`src/hw/rtl/bbr_pkg.sv`:
```
package bbr_pkg;

  // Widths of the configuration registers and of the write port.
  localparam int FW_BITS       = 12;
  localparam int FH_BITS       = 13;
  localparam int CFG_ADDR_BITS = 1;
  localparam int CFG_DATA_BITS = 13;

  // Register indexes on the configuration port.
  localparam logic [CFG_ADDR_BITS-1:0] CFG_IDX_WIDTH  = 1'b0;
  localparam logic [CFG_ADDR_BITS-1:0] CFG_IDX_HEIGHT = 1'b1;

  // Register values after reset.
  localparam logic [FW_BITS-1:0] FW_RESET = 12'd640;
  localparam logic [FH_BITS-1:0] FH_RESET = 13'd480;

  // Beat kind carried on in_tuser.
  localparam logic OP_DRAIN = 1'b1;

  // Default sizing of the core.
  localparam int MAX_WIDTH_DEF    = 2048;
  localparam int CHANNEL_BITS_DEF = 8;

  // Depths of the command queue and of the result queue.
  localparam int CMDQ_DEPTH = 4;
  localparam int RESQ_DEPTH = 8;

  // Classification of one accepted beat, made by the front end.
  typedef struct packed {
    logic emit;      // beat releases one result
    logic interior;  // that result is a blurred pixel, not a border pass-through
    logic last;      // that result closes the frame
  } cmd_flags_t;

endpackage

```
`src/hw/rtl/bbr_front.sv`:
```
module bbr_front #(
  parameter int MAX_WIDTH    = bbr_pkg::MAX_WIDTH_DEF,
  parameter int CHANNEL_BITS = bbr_pkg::CHANNEL_BITS_DEF
) (
  input  logic                               clk,
  input  logic                               rst_n,
  input  logic                               cfg_we,
  input  logic [bbr_pkg::CFG_ADDR_BITS-1:0]  cfg_addr,
  input  logic [bbr_pkg::CFG_DATA_BITS-1:0]  cfg_wdata,
  input  logic                               accept,
  input  logic                               operation,
  input  logic [3*CHANNEL_BITS-1:0]          pixel,
  output logic [$clog2(MAX_WIDTH)-1:0]       cmd_col,
  output logic [3*CHANNEL_BITS-1:0]          cmd_px,
  output bbr_pkg::cmd_flags_t                cmd_flags
);

  import bbr_pkg::*;

  localparam int ADDRW = $clog2(MAX_WIDTH);
  localparam int WCW   = $clog2(MAX_WIDTH + 1);
  localparam int CW    = WCW + 1;
  localparam int FCW   = ((FW_BITS > WCW) ? FW_BITS : WCW) + 1;
  localparam int IPW   = $clog2(MAX_WIDTH + 2);
  localparam int RW    = FH_BITS + 1;

  logic [FW_BITS-1:0] fw_r;
  logic [FH_BITS-1:0] fh_r;
  logic [ADDRW-1:0]   in_col_r;
  logic [IPW-1:0]     ipos_r;
  logic [ADDRW-1:0]   ocol_r;
  logic [FH_BITS-1:0] orow_r;

  logic [WCW-1:0]     w_eff;
  logic [FH_BITS-1:0] h_eff;
  logic [ADDRW-1:0]   col, col_nxt;
  logic [CW-1:0]      col_p1, c_p1;
  logic [RW-1:0]      r_p1;
  logic               col_wrap, c_wrap, r_last, emit, last;

  // Effective frame size: zero acts as one, widths beyond the line store saturate.
  always_comb begin
    if (fw_r == '0) begin
      w_eff = WCW'(1);
    end else if (FCW'(fw_r) > FCW'(MAX_WIDTH)) begin
      w_eff = WCW'(MAX_WIDTH);
    end else begin
      w_eff = WCW'(fw_r);
    end
    h_eff = (fh_r == '0) ? FH_BITS'(1) : fh_r;
  end

  always_comb begin
    col      = (CW'(in_col_r) >= CW'(w_eff)) ? '0 : in_col_r;
    col_p1   = CW'(col) + 1'b1;
    col_wrap = (col_p1 >= CW'(w_eff));
    col_nxt  = col_wrap ? '0 : col_p1[ADDRW-1:0];

    emit   = (ipos_r > IPW'(w_eff));
    c_p1   = CW'(ocol_r) + 1'b1;
    c_wrap = (c_p1 >= CW'(w_eff));
    r_p1   = RW'(orow_r) + 1'b1;
    r_last = (r_p1 >= RW'(h_eff));
    last   = r_last && c_wrap;
  end

  assign cmd_col            = col;
  assign cmd_px             = (operation == OP_DRAIN) ? '0 : pixel;
  assign cmd_flags.emit     = emit;
  assign cmd_flags.last     = emit && last;
  assign cmd_flags.interior = emit && (orow_r != '0) && (ocol_r != '0) && !r_last && !c_wrap;

  always_ff @(posedge clk) begin
    if (!rst_n) begin
      fw_r     <= FW_RESET;
      fh_r     <= FH_RESET;
      in_col_r <= '0;
      ipos_r   <= '0;
      ocol_r   <= '0;
      orow_r   <= '0;
    end else begin
      if (cfg_we) begin
        unique case (cfg_addr)
          CFG_IDX_WIDTH:  fw_r <= cfg_wdata[FW_BITS-1:0];
          CFG_IDX_HEIGHT: fh_r <= cfg_wdata[FH_BITS-1:0];
        endcase
      end
      if (accept) begin
        if (!emit) begin
          ipos_r   <= ipos_r + 1'b1;
          in_col_r <= col_nxt;
        end else if (last) begin
          // Frame done: every counter restarts for the next frame.
          ipos_r   <= '0;
          in_col_r <= '0;
          ocol_r   <= '0;
          orow_r   <= '0;
        end else begin
          in_col_r <= col_nxt;
          if (c_wrap) begin
            ocol_r <= '0;
            orow_r <= r_p1[FH_BITS-1:0];
          end else begin
            ocol_r <= c_p1[ADDRW-1:0];
          end
        end
      end
    end
  end

endmodule

```
`config.mk`:
```
export PLATFORM = sky130hd
export DESIGN_NAME = bbr_front
export DESIGN_NICKNAME = d
export VERILOG_FILES = /design/src/hw/rtl/bbr_pkg.sv /design/src/hw/rtl/bbr_front.sv
export SDC_FILE = /design/constraint.sdc
export NUM_CORES = 1
export LEC_CHECK = 0
export BUFFER_PORTS_ARGS = -buffer_cell sky130_fd_sc_hd__buf_2
export CAP_MARGIN = 10
export CORE_MARGIN = 2
export CORE_UTILIZATION = 62
export CTS_CLUSTER_SIZE = 8
export DETAILED_ROUTE_END_ITERATION = 8
export PLACE_DENSITY = 0.86
export SYNTH_ARGS = -nofsm -noshare
export SYNTH_HDL_FRONTEND = slang
export SYNTH_SLANG_ARGS = --single-unit
```
`constraint.sdc`:
```
create_clock -name clk -period 7.7 [get_ports clk]
set_input_delay 0.385 -clock clk [delete_from_list [all_inputs] [get_ports clk]]
set_output_delay 0.385 -clock clk [all_outputs]
set_load 0.01 [all_outputs]
```
==> key figures <==
Outcome
  – Outcome: finished clean

Clock tree
  – # H-tree levels: 3
  – Worst-case clock buffer depth: 2
  – CTS tree: yes
  – CTS Buf Count: 9
  – Hold buffers post-CTS: 0
  – Worst-Skew Late Latency: 0.35 ns
  – Post-CTS sizing: 0
  – CTS clk-pin slew, worst paths: 0.09 ns
  – Root Buffer: clkbuf_8
  – Post-CTS Repair Setup Buffers: 0
  – Sink count of the clock tree: 72

Global route
  – Initial antenna violation count: 0
  – Total track usage: 29.3%
  – Largest net degree at the start of global routing: 52
  – Global route overflow: 0
  – Vias in the first global route: 4528
  – Global-route wire length before repair: 21200 µm

Synthesis
  – Post-synth ARST share: 0%
  – Syn nets: 772
  – Library cells used by synthesis: 52
  – Seq/Total Area, Yosys: 27.4%
  – Cell Area, Synth: 5260 µm²
  – Synth warn: 0
  – Top area cells in the synthesized netlist: dfxtp_1 (27%), ha_1 (15%), nand2_1 (7.1%)
  – Syn Inst Count: 664
  – Post-synth EDFFs: 0
  – Synth top area share: 27.4%
  – Synthesized flop and latch total: 72
  – Syn avg cell area: 7.93 µm²
  – Synth area leader: dfxtp_1
  – Synth Flop Type: dfxtp_1

Die
  – Core footprint: 8220 µm²
  – Die Area: 9240 µm²
  – Number of core rows: 33
  – Chip Height: 96.1 µm
  – Chip width: 96.1 µm
  – Ports: 81
  – Starting density of the core: 64.0%

Setup path
  – Worst path required time: 8.00 ns
  – Critical Path AT: 5.16 ns
  – Startpoint types: flip-flop
  – Max FO, Critical Path: 31
  – CP Capture Type: flip-flop
  – Critical path class: flip-flop to flip-flop

Routing
  – Pre-antenna DRT Iters: 5
  – Vias: 4915
  – Overall routed net length: 13000 µm
  – DRC: 0
  – Vias per cell: 5.84
  – Post-route ant nets: 0
  – Initial drt markers: 281
  – DR WL/cell: 15.5 µm

STA
  – Setup TNS Final: 0 ns
  – Worst rel slew slack: 44.8%
  – RSZ-0062 raised after global routing: false
  – Final worst setup slack: 2.84 ns
  – Setup-failing EPs final: 0
  – Max-slew violation count: 0
  – Max Clock Freq: 0.206 GHz
  – Final min period: 4.86 ns
  – Final hold violation count: 0
  – Period utilisation layout: 63.1%
  – Hold WS: 0.276 ns
  – Worst-margin pin slew: 0.828 ns
  – Setup Skew: 0.0136 ns

Pwr
  – Max IR drop VDD: 0.000118 V
  – Clock power share: 42.9%
  – PwrDens: 148 nW/µm²
  – Sw frac: 25.8%
  – Internal Pwr Total: 652 µW
  – P_leak: 0.00260 µW
  – Switching Power: 226 µW
  – Total Power: 878 µW
  – Seq pwr share: 44.3%
  – Logic pwr share: 12.8%

Cells and area
  – Final Core Density: 72.1%
  – Share of layout cells above drive strength 1: 15.5%
  – ANT cells: 0
  – Total Nets Final: 839
  – P&R area growth vs syn: 12.6%
  – Commonest non-fill, non-tap cell in the layout: nand2_1
  – Commonest cells after routing, fill and taps aside: nand2_1 (100), buf_2 (80), dfxtp_1 (72)

Place
  – Routability cong.: 0.914
  – Port bufs: 80
  – Dpl ws: 2.97 ns
  – Detailed placement HPWL: 9650 µm

Job
  – Max Cap Viol: 0

Worst hold path
  – Worst Hold Class: input port to flip-flop
per-layer routing:
metal  vias to the layer above  global-route usage [%]  wire, µm
met4                         0                    12.5       377
li1                       2444                       -         -
met3                        37                    4.78       809
met1                      2266                    37.2      5660
met5                         -                       0         0
met2                       168                    49.0      6140
sequential cells by signal, summed over array words and instances, names as in the netlist:
name      count
ipos_r       12
fw_r         12
ocol_r       11
fh_r         13
in_col_r     11
orow_r       13
worst paths after layout:
kind                      from  depth (start not counted)      endpoint  slack, ns
setup reg to reg       fw_r[5]                         21  in_col_r[10]       2.84
setup / recovery       fw_r[5]                         21  in_col_r[10]       2.84
hold reg to reg       fh_r[11]                          2      fh_r[11]       0.48
hold / removal    cfg_wdata[9]                          3       fw_r[9]       0.28
power groups by stage:
stage | logic, µW | registers [µW] | clock network [µW]
CTS | 111 | 389 | 379
floorplan | 75.0 | 395 | 0
detailed placement | 110 | 397 | 0
global placement | 105 | 397 | 0
finish | 112 | 389 | 377
global route | 125 | 390 | 392
synth_stat cells (all sizes together), types with 3 or more instances:
master / n
a2111oi: 3
a211o: 4
a211oi: 7
a21boi: 29
a21o: 9
a21oi: 40
a31o: 3
and3: 4
buf: 7
clkbuf: 17
dfxtp: 72
ha: 65
inv: 32
nand2: 100
nand2b: 4
nand3: 25
nand3b: 6
nand4: 13
nor2: 56
nor2b: 53
nor3: 6
nor3b: 13
nor4: 10
o211ai: 6
o21ai: 18
o31ai: 9
or2: 3
xnor2: 22
xor2: 14
worst max-delay path: stages (launching register included):
cell and delay [ns]:
dfxtp_1 0.34, nor4_1 0.28, a31oi_1 0.15, nor2_1 0.26
ha_1 0.28, nand2b_1 0.14, a211oi_1 0.22, o21ai_0 0.13
a21oi_1 0.16, nand4b_1 0.16, a21oi_2 0.07, buf_4 0.23
nor2_1 0.20, ha_1 0.27, nand2b_1 0.15, a21o_1 0.19
a211o_1 0.30, a211o_1 0.26, a21o_1 0.19, a211o_1 0.45
a211oi_1 0.28, a21o_1 0.10
through the flow:
stage                     instance area [µm²]  std cells
after global routing                     5920        841
final                                    5920        841
after floorplan                          5260        664
after CTS                                5920        841
after detailed placement                 5680        825
after global placement                   5680        825
cells by family after synthesis:
logic type / share of synthesized area (%)
flip-flops: 27.4
AO/OA/AOI/OAI: 17.3
XOR/XNOR: 5.99
AND/OR/NAND/NOR: 28.8
buffers and inverters: 4.85
multiplexers: 0.190
adder cells (fa/ha/maj): 15.5
cell type report:
cell class	instances	area (µm²)
Clock inverter	5	104
Inverter	32	120
Sequential cell	72	1440
Tap cell	105	131
Fill cell	664	2290
Multi-Input combinational cell	534	3570
Clock buffer	11	141
Timing Repair Buffer	82	415
Power figures use the tool's default switching activity.
