--- src/hw/rtl/bbr_fifo.sv ---
module bbr_fifo #(
  parameter int DEPTH = 4,
  parameter int WIDTH = 8
) (
  input  logic                       clk,
  input  logic                       rst_n,
  input  logic                       push,
  input  logic [WIDTH-1:0]           push_data,
  input  logic                       pop,
  output logic [WIDTH-1:0]           pop_data,
  output logic                       not_empty,
  output logic                       full,
  output logic [$clog2(DEPTH+1)-1:0] count
);

  localparam int PTRW = (DEPTH > 1) ? $clog2(DEPTH) : 1;
  localparam int CNTW = $clog2(DEPTH + 1);

  logic [WIDTH-1:0] store_r [DEPTH];
  logic [PTRW-1:0]  wr_ptr_r, rd_ptr_r;
  logic [CNTW-1:0]  count_r, count_nxt;

  function automatic logic [PTRW-1:0] ptr_inc(input logic [PTRW-1:0] p);
    ptr_inc = (p == PTRW'(DEPTH - 1)) ? '0 : p + 1'b1;
  endfunction

  always_comb begin
    count_nxt = count_r;
    case ({push, pop})
      2'b10:   count_nxt = count_r + 1'b1;
      2'b01:   count_nxt = count_r - 1'b1;
      default: count_nxt = count_r;
    endcase
  end

  always_ff @(posedge clk) begin
    if (!rst_n) begin
      wr_ptr_r <= '0;
      rd_ptr_r <= '0;
      count_r  <= '0;
    end else begin
      if (push) wr_ptr_r <= ptr_inc(wr_ptr_r);
      if (pop)  rd_ptr_r <= ptr_inc(rd_ptr_r);
      count_r <= count_nxt;
    end
  end

  always_ff @(posedge clk) begin
    if (push) store_r[wr_ptr_r] <= push_data;
  end

  assign pop_data  = store_r[rd_ptr_r];
  assign not_empty = (count_r != '0);
  assign full      = (count_r == CNTW'(DEPTH));
  assign count     = count_r;

endmodule

--- config.mk ---
export PLATFORM = sky130hd
export DESIGN_NAME = bbr_fifo
export DESIGN_NICKNAME = d
export VERILOG_FILES = /design/src/hw/rtl/bbr_fifo.sv
export SDC_FILE = /design/constraint.sdc
export NUM_CORES = 1
export LEC_CHECK = 0
export ABC_AREA = 1
export BUFFER_PORTS_ARGS = -buffer_cell sky130_fd_sc_hd__buf_2
export CORE_UTILIZATION = 40
export DETAILED_ROUTE_END_ITERATION = 10
export MAX_ROUTING_LAYER = met4
export SLEW_MARGIN = 20
export SYNTH_ARGS = -nofsm -noshare
export SYNTH_HDL_FRONTEND = slang
export SYNTH_SLANG_ARGS = --single-unit
--- constraint.sdc ---
create_clock -name clk -period 1.9 [get_ports clk]
set_input_delay 0.19 -clock clk [delete_from_list [all_inputs] [get_ports clk]]
set_output_delay 0.19 -clock clk [all_outputs]
set_load 0.01 [all_outputs]
==> metrics.md, run 1 <==
| Metric | Value |
|---|---|
| Status | `finished clean` |
| Vias/cell | `between 4 and 5` |
| Slew Viols, Final | `0` |
| Worst Setup Start Kind | `flip-flop` |
| Setup Crit Path Kind | `reg -> out` |
| Port Buffers | `24` |
| Post-synthesis sequential area ratio | `about 70%` |
| Htree depth | `2` |
| Initial antenna violation count | `0` |
| Detailed Place HPWL | `between 1.5 and 2 mm` |
| Synth top cells by count | `edfxtp_1, nor2_1, inv_1, o21ai_0, dfxtp_1` |
| Final wirelength | `2.94 mm` |
| PwrDens | `1000 nW/um2` |
| ANT nets after route | `0` |
| Row cnt | `23` |
| GRT met1 Usage | `15.6%` |
| Grt ovf | `0` |
| DR DRC count | `0` |
| CTS tree | `done` |
| Final nets | `185` |
| Fmax | `between 0.6 and 0.7 GHz` |
| Grt met3 use | `under 10%` |
| Max-Slew Margin vs Limit | `73.3%` |
| GPL Wtd Cong | `0.711` |
| Vias | `1,063` |
| Fin crit period | `1.60 ns` |
| Die width | `66.3 um` |
| Place WS | `0.363 ns` |
| Setup violations, final | `0` |
| Leakage Power | `0.000788 uW` |
| Final TNS setup | `0 ns` |
| TritonCTS Buffers | `5` |
| Max-cap violations | `0` |
| GR peak layer | `met2` |
| Clk_skew | `between 0.006 and 0.007 ns` |
| Async SR Flop Fraction | `0%` |
| Drt first pass iters | `4` |
| Clock-pin slew on the worst setup and hold paths | `0.08 ns` |
| Layout area overhead | `17.1%` |
| Yosys top cell by area | `edfxtp_1` |
| Count leader, synth | `edfxtp_1` |
| Wire per inst | `13.6 um` |
| Root buffer cell | `clkbuf_8` |
| First-pass GRT wire length | `4.79 mm` |
| Post-Syn Nets | `155` |
| Met2 GRT Util | `28.7%` |
| Top cell type's share of synthesized area | `58.1%` |
| Post-synthesis instance area | `1650 um2` |
| Syn_area_per_cell | `12.2 um2` |
| Share of cells above drive strength 1 | `22.8%` |
| # IOs | `25` |
| Die area | `4400 um2` |
| Crit Path Max Fanout | `9` |
| Worst Path Required | `1.71 ns` |
| Hold Slack | `0.112 ns` |
| Number of setup buffers added after CTS | `0` |
| Top cells by area, synth | `edfxtp_1, dfxtp_1, o21ai_0, ha_1, nor2_1` |
| Die H | `66.3 um` |
| Yosys warnings | `0` |
| Post-synth EDFFs | `32` |
| Core ar. | `3970 um2` |
| Crit end category | `primary output` |
| Post-synthesis cell count | `136` |
| Post-route setup slack | `0.298 ns` |
| Maximum clock insertion buffer count | `2` |
| Resized cells post-CTS | `0` |
| Crit share post-route | `84.3%` |
| Crit path arrival time | `1.41 ns` |
| Worst hold path class | `in -> reg` |
| Largest net degree at the start of global routing | `17` |
| Starting Density | `41.7%` |
| Final Hold Fails | `0` |
| RSZ-0062 raised after global routing | `no` |
| Maximum VDD drop | `between 0.5 and 0.6 mV` |
| Worst-Margin Slew | `0.400 ns` |
| Vias in the first global route | `1,094` |
| Initial DRC count | `37` |
| Yosys reg bits | `41` |
| CTS Sinks | `about 40` |
| Later-pin clock latency in the skew report | `0.29 ns` |
| Cts hold-fix bufs | `0` |
| Ant. Diodes | `0` |
| Top_reg_cell synth | `edfxtp_1` |
| Gr usage total | `15.8%` |
| Number of distinct library cells after synthesis | `18` |
==> state kept, by name, indices dropped and copies added, names as in the netlist, named ones only <==
name,flops
count,3
wr_ptr_r,2
rd_ptr_r,2
store_r,32
==> layer usage <==
layer / vias up / part of all wire [%] / wire length (um)
met5: - / 0 / 0
met4: 0 / 1.8 / 53
met3: 6 / 5.8 / 172
met2: 26 / 51 / 1500
met1: 500 / 42 / 1220
li1: 531 / - / -
==> report_power, final <==
group	internal [uW]	switching (uW)
combinational	82.9	138
clock	393	289
sequential	1010	26.6
==> metrics by stage <==
step	instance area, um2	instances	util [%]	power (uW)
global route	1940	217	48.8	2040
detailed placement	1820	209	45.9	1290
floorplan	1650	136	-	1190
finish	1940	217	48.8	1940
CTS	1940	217	48.8	1970
global placement	1820	209	45.9	1270
==> critical path, stage by stage, from the launching register on <==
cell and delay [ns]:
dfxtp_1 0.51, inv_1 0.25, o21ai_0 0.14, o22ai_1 0.09, buf_2 0.14
==> worst paths after layout <==
path / cells past startpoint / slack [ns] / endpoint / start
max: 4 / 0.30 / pop_data[0] / flip-flop
min: 1 / 0.11 / store_r[2][6] / push_data[6]
max reg2reg: 8 / 0.53 / count[2] / count[1]
min reg2reg: 2 / 0.54 / wr_ptr_r[1] / wr_ptr_r[1]
==> layout make-up <==
| cell class | instances | area (um2) |
|---|---|---|
| fillers | 370 | 2030 |
| flip-flops and latches | 41 | 1140 |
| multi-input cells | 75 | 423 |
| repair buffers | 25 | 128 |
| clock buffers | 5 | 68.8 |
| inverters | 18 | 67.6 |
| well taps | 50 | 62.6 |
| clock inverters | 3 | 46.3 |
==> layout by cell type, fill, tap and decap left out, drive strengths merged <==
cell type / netlist / routed
clkbuf: 0 / 5
buf: 2 / 25
clkinvlp: 0 / 1
edfxtp: 32 / 32
ha: 6 / 6
o22ai: 8 / 8
nand3: 2 / 2
nor2: 21 / 21
fa: 1 / 1
nand4: 1 / 1
nor3: 3 / 3
clkinv: 0 / 1
inv: 18 / 18
nand2: 8 / 8
a21oi: 5 / 5
o21ai: 20 / 20
dfxtp: 9 / 9
bufinv: 0 / 1
==> kinds of logic (layout without fill, tap and decap cells) <==
kind of cell / count (synthesis) / after routing / share of synthesized area (%)
AO/OA/AOI/OAI: 33 / 33 / 11.0
AND/OR/NAND/NOR: 35 / 35 / 8.77
flip-flops: 41 / 41 / 69.0
buffers and inverters: 20 / 51 / 5.45
adder cells (fa/ha/maj): 7 / 7 / 5.75
Power figures use the tool's default switching activity.
==> run 2: changes to the inputs <==
Clock period 1.9 ns to 1.6 ns, I/O delays scaled along.
==> metrics.md, run 2 (synthesis gave the netlist of run 1 again) <==
| Metric | Value |
|---|---|
| CTS Sinks | `41` |
| Crit share post-route | `93.0%` |
| Die width | `around 66 um` |
| Port Buffers | `24` |
| Finished Layout Cells | `~220` |
| Final Hold Fails | `0` |
| Clock-pin slew on the worst setup and hold paths | `0.08 ns` |
| Crit Path Max Fanout | `9` |
| GR peak layer | `met2` |
| Root buffer cell | `clkbuf_8` |
| ANT nets after route | `0` |
| Slew Viols, Final | `0` |
| Vias/cell | `4.93` |
| Starting Density | `a little over two fifths` |
| PwrDens | `1180 nW/um2` |
| Die H | `66.3 um` |
| Worst hold path depth | `1` |
| Share of cells above drive strength 1 | `between 20% and 30%` |
| CTS tree | `done` |
| GPL Wtd Cong | `~0.7` |
| Maximum VDD drop | `0.549 mV` |
| Resized cells post-CTS | `0` |
| DR DRC count | `0` |
| Max-cap violations | `0` |
| Initial antenna violation count | `0` |
| Grt met3 use | `5.69%` |
| Dpl cell area | `1830 um2` |
| Final wirelength | `2.87 mm` |
| Fin area | `1930 um2` |
| Clk_skew | `a little over 0.009 ns` |
| Maximum clock insertion buffer count | `2` |
| Most common cell after layout, fill and taps aside | `edfxtp_1` |
| Reg2Reg Depth | `8` |
| Worst Path Required | `1.44 ns` |
| # IOs | `25` |
| Ant. Diodes | `0` |
| Final TNS setup | `0 ns` |
| Most frequent cells in the layout | `edfxtp_1, buf_2, nor2_1, inv_1, o21ai_0` |
| RSZ-0062 raised after global routing | `no` |
| Detailed Place HPWL | `1.99 mm` |
| Setup Crit Path Kind | `reg -> out` |
| Worst hold path class | `in -> reg` |
| Die area | `4400 um2` |
| Setup violations, final | `0` |
| Crit end category | `primary output` |
| Gr usage total | `15.8%` |
| Initial DRC count | `64` |
| First-pass GRT wire length | `4.76 mm` |
| Met2 GRT Util | `25.6%` |
| Fin crit period | `roughly 1.5 ns` |
| Status | `finished clean` |
| Largest Register | `store_r` |
| Fmax | `0.672 GHz` |
| Number of setup buffers added after CTS | `0` |
| CP max-delay cell | `dfxtp_1` |
| Grt ovf | `0` |
| Final nets | `186` |
| Max reg flops | `32` |
| Drt first pass iters | `5` |
| Worst Setup Start Kind | `flip-flop` |
| Wire per inst | `13.2 um` |
| Leakage Power | `0.000793 uW` |
| Layout area overhead | `16.9%` |
| Max-Slew Margin vs Limit | `73.0%` |
| Crit path arrival time | `1.33 ns` |
| TritonCTS Buffers | `5` |
| Htree depth | `2` |
| Row cnt | `23` |
| Cells along the critical path | `inv_2, o21ai_0, o22ai_1, buf_2` |
| Cts hold-fix bufs | `0` |
| Core ar. | `just under 4000 um2` |
| Placed Instances | `210` |
| Slowest stage delay, CP | `0.53 ns` |
| Later-pin clock latency in the skew report | `0.29 ns` |
| Tot Pwr | `around 2300 uW` |
| GRT met1 Usage | `around 18%` |
| Vias in the first global route | `1,055` |
| Worst-Margin Slew | `0.404 ns` |
| Largest net degree at the start of global routing | `17` |
| Vias | `approximately 1.1k` |
-- run 2: report_power, final --
part / switching [uW] / internal, uW
clock network: 326 / 453
registers: 32.1 / 1210
logic: 163 / 101
-- run 2: layer usage --
layer | part of all wire (%) | wire (um)
met1 | 45 | 1280
met2 | 50 | 1440
met3 | 4.5 | 130
met4 | 0.56 | 16
met5 | 0 | 0
-- run 2: worst max-delay path: cells and delay by family, from the launching register on --
| family | cells | cell delay (ns) |
|---|---|---|
| flip-flops | 1 | 0.53 |
| buffers and inverters | 2 | 0.31 |
| AO/OA/AOI/OAI | 2 | 0.21 |
-- run 2: final timing paths --
kind | startpoint | endpoint | slack (ns)
worst max-delay path | flip-flop | pop_data[2] | 0.11
worst min-delay path | push_data[4] | store_r[0][4] | 0.08
worst max register to register | count[1] | count[2] | 0.24
worst min register to register | rd_ptr_r[0] | flip-flop | 0.54
-- run 2: stage by stage --
| step | setup WS, ns | hold slack (ns) | utilization, % |
|---|---|---|---|
| 4_1_cts | 0.00131 | 0.0754 | 48.7 |
| 3_5_place_dp | 0.100 | 0.377 | 46.1 |
| 6_report | 0.112 | 0.0838 | 48.7 |
| 2_1_floorplan | 0.296 | 0.259 | - |
| 5_1_grt | 0.00828 | 0.0735 | 48.7 |
| 3_3_place_gp | 0.176 | 0.373 | 46.1 |
-- run 2: final cells by class --
type,instances,area [um2]
tap,50,62.6
clock buffer,5,68.8
fill,365,2040
multi-input combinational,75,423
inverter,18,67.6
sequential,41,1140
timing repair buffer,26,135
clock inverter,2,35.0
